File: src/sv/pisc_pkg.sv
// Shared types, function codes and defaults for the points-in-segments counter.
package pisc_pkg;

    localparam int MAX_SEGMENTS_DEF = 256;
    localparam int COORD_W          = 32;
    localparam int COUNT_W          = 10;
    localparam int FUNC_W           = 2;
    localparam int IN_DATA_W        = 3 * COORD_W;
    localparam int OUT_DATA_W       = 16;

    localparam logic [FUNC_W-1:0] FUNC_CLEAR = 2'd0;
    localparam logic [FUNC_W-1:0] FUNC_LOAD  = 2'd1;
    localparam logic [FUNC_W-1:0] FUNC_QUERY = 2'd2;

    typedef struct packed {
        logic                       valid;
        logic [FUNC_W-1:0]          func;
        logic signed [COORD_W-1:0]  a;
        logic signed [COORD_W-1:0]  b;
        logic signed [COUNT_W-1:0]  cnt;
        logic                       dropped;
    } token_t;

endpackage

File: src/sv/pisc_cell.sv
// One cell of the chain: holds one segment and passes one request per cycle while adv is high.
module pisc_cell #(
    parameter int CELL_IDX = 0,
    parameter int CNT_W    = 9
) (
    input  logic              clk,
    input  logic              rst_n,
    input  logic              adv,
    input  pisc_pkg::token_t  tok_in,
    input  logic [CNT_W-1:0]  lim_in,
    output pisc_pkg::token_t  tok_out,
    output logic [CNT_W-1:0]  lim_out
);
    import pisc_pkg::*;

    localparam logic [CNT_W-1:0] IDX = CNT_W'(CELL_IDX);

    logic signed [COORD_W-1:0] left_reg;
    logic signed [COORD_W-1:0] right_reg;
    logic                      valid_reg;
    token_t                    data_reg;
    token_t                    data_next;
    logic [CNT_W-1:0]          lim_reg;
    logic                      hit;
    logic                      write_en;

    assign hit      = tok_in.valid && (tok_in.func == FUNC_QUERY) && (IDX < lim_in);
    assign write_en = adv && tok_in.valid && (tok_in.func == FUNC_LOAD) && (lim_in == IDX);

    always_comb
    begin
        data_next = tok_in;
        if (hit)
        begin
            data_next.cnt = tok_in.cnt
                + ((left_reg <= tok_in.a) ? COUNT_W'(1) : COUNT_W'(0))
                - ((right_reg < tok_in.a) ? COUNT_W'(1) : COUNT_W'(0));
        end
    end

    always_ff @(posedge clk)
    begin
        if (write_en)
        begin
            left_reg  <= tok_in.a;
            right_reg <= tok_in.b;
        end
    end

    always_ff @(posedge clk)
    begin
        if (adv)
        begin
            data_reg <= data_next;
            lim_reg  <= lim_in;
        end
    end

    always_ff @(posedge clk or negedge rst_n)
    begin
        if (!rst_n)
        begin
            valid_reg <= 1'b0;
        end
        else if (adv)
        begin
            valid_reg <= tok_in.valid;
        end
    end

    always_comb
    begin
        tok_out       = data_reg;
        tok_out.valid = valid_reg;
    end

    assign lim_out = lim_reg;

endmodule

File: config.mk
export PLATFORM = sky130hd
export DESIGN_NAME = pisc_cell
export DESIGN_NICKNAME = d
export VERILOG_FILES = /design/src/sv/pisc_pkg.sv /design/src/sv/pisc_cell.sv
export SDC_FILE = /design/constraint.sdc
export NUM_CORES = 1
export LEC_CHECK = 0
export ABC_AREA = 1
export BUFFER_PORTS_ARGS = -buffer_cell sky130_fd_sc_hd__buf_4
export CORE_MARGIN = 2
export CORE_UTILIZATION = 40
export DETAILED_ROUTE_END_ITERATION = 16
export GPL_TIMING_DRIVEN = 0
export SLEW_MARGIN = 20
export SYNTH_ARGS = -nofsm -noshare
export SYNTH_HDL_FRONTEND = slang
export SYNTH_SLANG_ARGS = --single-unit
File: constraint.sdc
create_clock -name clk -period 3.5 [get_ports clk]
set_input_delay 0.7 -clock clk [delete_from_list [all_inputs] [get_ports clk]]
set_output_delay 0.7 -clock clk [all_outputs]
set_load 0.01 [all_outputs]
== Word level (Yosys, flattened, before mapping) ==
Cells that the tools add are included.

* Register bits after elaboration: 151
* Input port bits: 90
* Output and inout bits: 87
* Logic and storage cells: 25

* Add/subtract/negate cells: 2
* Magnitude comparators: 3
* Equality and inequality tests: 2
* Muxes and demuxes: 3
* Reductions and logical operators: 6

{| class="wikitable"
|+ Operator list
! kind !! count
|-
| $le 32x32->1 || 1
|-
| $lt 32x32->1 || 1
|-
| $add 10x2->10 || 1
|-
| $mux 10 || 1
|-
| $sub 10x2->10 || 1
|-
| $logic_not 9->1 || 1
|-
| $lt 1x9->1 const A || 1
|-
| $logic_and 1x1->1 || 5
|-
| $eq 2x1->1 const B || 1
|-
| $eq 2x2->1 const B || 1
|-
| $mux 1 || 2
|}

== Logic depth before layout (Yosys ltp) ==
* Depth in word-level cells: 5
* Mapped depth: 29
* Mapped depth without buffers: 29

== Least setup slack after synthesis ==
No wires, ideal clock.

* Kind: input to register
* Start point: input port lim_in[1]
* End point: register left_reg[0], enable pin
* Library setup time: 0.645 ns
* Data arrival time: 7.050 ns
* Required time: 2.855 ns
* Path slack: -4.195 ns
* Stages on the path: 3
* Path buffers: 0
* Cells stage by stage: nor3_1 nand4_1 nor4_1

* Cells in the longest elaborated chain, start to end: 2

{| class="wikitable"
|+ Ends and longest elaborated chain
! item !! line !! text
|-
| from (decl) || pisc_cell.sv:10 || <nowiki>input logic [CNT_W-1:0] lim_in,</nowiki>
|-
| $logic_not 9->1 || pisc_cell.sv:28 || <nowiki>assign write_en = adv && tok_in.valid && (tok_in.func == FUNC_LOAD) && (lim_in == IDX);</nowiki>
|-
| $logic_and 1x1->1 || pisc_cell.sv:28 ||
|-
| named net write_en || pisc_cell.sv:25 || <nowiki>logic write_en;</nowiki>
|-
| to (signal assigned) || pisc_cell.sv:45 || <nowiki>left_reg <= tok_in.a;</nowiki>
|-
| to (decl) || pisc_cell.sv:18 || <nowiki>logic signed [COORD_W-1:0] left_reg;</nowiki>
|}

The timed path passes the listed nets, and every way through them passes these cells.
A chain may end at the register's enable or synchronous reset.

==> out/summary.md <==
Status
- result of the run: finished with violations
- failing checks: setup timing

Place
- DP Worst Slack: -0.554 ns
- routability congestion estimate: 0.728
- number of port buffers: 176
- DP HPWL: 10.2 mm

Finish
- layout cell share with drive strength beyond 1: 34.5%
- Core Util, Final: 55.5%
- number of inserted diodes: 0
- max FFs per register: 77
- leading cell type in the layout, fill and taps excluded: sky130_fd_sc_hd__buf_4
- commonest cells after routing, fill and taps aside: sky130_fd_sc_hd__buf_4 (180), sky130_fd_sc_hd__edfxtp_1 (150), sky130_fd_sc_hd__nand2_1 (87)
- layout net count: 879
- area added between synthesis and finish: 36.4%

Critical path
- register-to-register setup slack: -0.02 ns
- critical path type: in -> reg
- endpoint class of the critical path: flip-flop
- worst-path fanout max: 3
- required time of the worst setup path: 3.67 ns
- element type at the critical path start: input pin
- arrival time at the worst endpoint: 3.71 ns

Yosys
- Yosys top cell area share: 67.2%
- Syn Std Cell Area: 6710 um^2
- average cell area after synthesis: 13.1 um^2
- largest cells by area after synthesis: sky130_fd_sc_hd__edfxtp_1 (67%), sky130_fd_sc_hd__ha_1 (14%), sky130_fd_sc_hd__nand2_1 (5.2%)
- post-synth top area cell: sky130_fd_sc_hd__edfxtp_1
- syn_nets: 677
- sequential element share of the synthesized area: 67.5%
- synthesized netlist cell count: 513
- library cells used by synthesis: 28
- Yosys reg bits: 151
- Yosys Warn Count: 0

Hold path
- worst hold path class: in -> async

Clocking
- clock latency on the worst-skew pair: 0.41 ns
- total of hold buffers inserted after clock tree synthesis: 0
- register clock-pin slew on the reported worst setup and hold paths: 0.06 ns
- number of levels in the clock H-tree: 4
- deepest clock path buffer count: 2
- TritonCTS clock tree: done
- clock buffers created by TritonCTS: 17
- CTS Root Cell: sky130_fd_sc_hd__clkbuf_16
- count of clock tree sinks: 151

Power
- overall power consumption: 4.50 mW
- Power Dens Cells: 492 nW/um^2
- VDD IR max: 331 uV
- Static Leak: 4.01 nW

Die
- number of rows in the core area: 47
- starting density of the core: 40.7%
- total die area: 17,800 um^2
- width of the chip: 133 um
- I/O pins: 177
- area of the core: 16,500 um^2
- overall die height: 133 um

GRT
- overall global routing resource usage: 15.9%
- wire length of the first global-routing pass: 21.9 mm
- largest net degree at the start of global routing: 89
- vias in the first global route: 4,494
- antenna violations before repair: 0
- remaining global-route overflow: 0

STA
- tightest hold margin: 0.0471 ns
- Fin. Hold Viols: 0
- post-route worst setup slack: -0.0457 ns
- Max Clock Freq: 282 MHz
- unrepaired setup endpoints after global routing: true
- setup total negative slack: -0.0457 ns
- slew margin rel.: 45.5%
- final-report max-slew violation count: 0
- Period Utilization, post-route: 101%
- slew at the pin closest to its max-slew limit: 0.812 ns
- Worst Clk Skew: 0.00436 ns
- final critical delay including setup and external delays: 3.55 ns
- final count of negative-setup-slack endpoints: 1

Flow run
- count of max-cap constraint violations: 0

Routing
- count of TritonRoute iterations in the first routing pass: 4
- vias per inst: 4.66
- total wire length: 13.7 mm
- Routed WL per cell: 14.4 um
- via count of the routed design: 4,417
- Iter 0 DRT Violations: 197
- antenna viol nets, final: 0
- number of remaining DRC errors: 0

==> layer usage <==
metal / GRT usage, % / part of all wire, % / vias up
li1: - / - / 2220
met4: 5.73 / 1.2 / 0
met5: 0 / 0 / -
met3: 5.48 / 7.3 / 14
met1: 19.5 / 43 / 2052
met2: 26.3 / 49 / 131
==> through the flow <==
stage | std cells | area, um^2
after detailed placement | 914 | 8380
after global routing | 948 | 9150
after CTS | 946 | 9020
after floorplan | 513 | 6730
after global placement | 909 | 8330
final | 948 | 9150
==> timing repair <==
action	in CTS	in global routing
hold endpoints to repair	0	0
gates cloned	0	0
setup buffers	0	2
setup endpoints to repair	2	4
pin swaps	3	20
resized for setup	6	29
==> final cells by class <==
cell class              instances  area [um^2]
flip-flops and latches        151         4530
clock inverters                 6          111
clock buffers                  26          509
fillers                      1417         7320
well taps                     220          275
inverters                      70          263
repair buffers                183         1390
multi-input cells             290         2060
plain buffers                   2         12.5
==> worst max-delay path: stages <==
cell	delay [ns]
sky130_fd_sc_hd__buf_4	0.10
sky130_fd_sc_hd__inv_1	0.06
sky130_fd_sc_hd__ha_1	0.30
sky130_fd_sc_hd__nand4_1	0.12
sky130_fd_sc_hd__nor3_2	0.27
sky130_fd_sc_hd__nand3_1	0.17
sky130_fd_sc_hd__nor3_1	0.21
sky130_fd_sc_hd__nor2_2	0.07
sky130_fd_sc_hd__ha_1	0.30
sky130_fd_sc_hd__inv_2	0.07
sky130_fd_sc_hd__ha_4	0.14
sky130_fd_sc_hd__inv_2	0.05
sky130_fd_sc_hd__fa_2	0.39
sky130_fd_sc_hd__o21ai_2	0.15
sky130_fd_sc_hd__nand2_1	0.10
sky130_fd_sc_hd__o21ai_2	0.20
sky130_fd_sc_hd__nand2_2	0.08
sky130_fd_sc_hd__nand2_1	0.06
sky130_fd_sc_hd__nand2_1	0.05
sky130_fd_sc_hd__nand3_1	0.07
sky130_fd_sc_hd__nand2_1	0.06
==> synth_stat cells <==
library cell,number
sky130_fd_sc_hd__buf_2,1
sky130_fd_sc_hd__buf_4,1
sky130_fd_sc_hd__o21ai_1,2
sky130_fd_sc_hd__or2_1,1
sky130_fd_sc_hd__o21bai_1,1
sky130_fd_sc_hd__o21ai_2,1
sky130_fd_sc_hd__inv_1,70
sky130_fd_sc_hd__a21o_1,2
sky130_fd_sc_hd__ha_1,73
sky130_fd_sc_hd__xnor2_1,1
sky130_fd_sc_hd__dfrtp_1,1
sky130_fd_sc_hd__edfxtp_1,150
sky130_fd_sc_hd__xor2_1,1
sky130_fd_sc_hd__o211ai_1,1
sky130_fd_sc_hd__fa_1,1
sky130_fd_sc_hd__nor2_1,29
sky130_fd_sc_hd__nand2_1,93
sky130_fd_sc_hd__nor3_1,6
sky130_fd_sc_hd__o21a_1,1
sky130_fd_sc_hd__a21oi_1,33
sky130_fd_sc_hd__nor4_1,1
sky130_fd_sc_hd__o21ai_0,15
sky130_fd_sc_hd__and2_1,1
sky130_fd_sc_hd__nand4_1,8
sky130_fd_sc_hd__or2_2,1
sky130_fd_sc_hd__o22ai_1,1
sky130_fd_sc_hd__nand2_2,1
sky130_fd_sc_hd__nand3_1,16
==> path summary, 6_finish.rpt <==
kind,end,cells past startpoint,from
worst max-delay path,tok_out[9],21,tok_in[53]
worst min-delay path,valid_reg,1,rst_n
max in group asynchronous,valid_reg,1,rst_n
worst min register to register,valid_reg,2,valid_reg
min in group clk,tok_out[0],1,tok_in[0]
worst max register to register,tok_out[9],19,left_reg[11]
==> power breakdown <==
part           switching (mW)  internal, mW
Sequential             0.0223          2.08
Combinational           0.249         0.241
Clock                   0.686          1.22
Total                   0.957          3.54
==> logic make-up after synthesis <==
logic type,count (synthesis),share of synthesized area (%)
adders and majority gates,74,13.9
DFF,151,67.5
AOI/OAI and AO/OA,57,4.51
xor gates and xnor gates,2,0.261
buffers and inverters,72,4.10
and+or+nand+nor,157,9.68
Note: power is estimated with default switching activity, not from simulation.
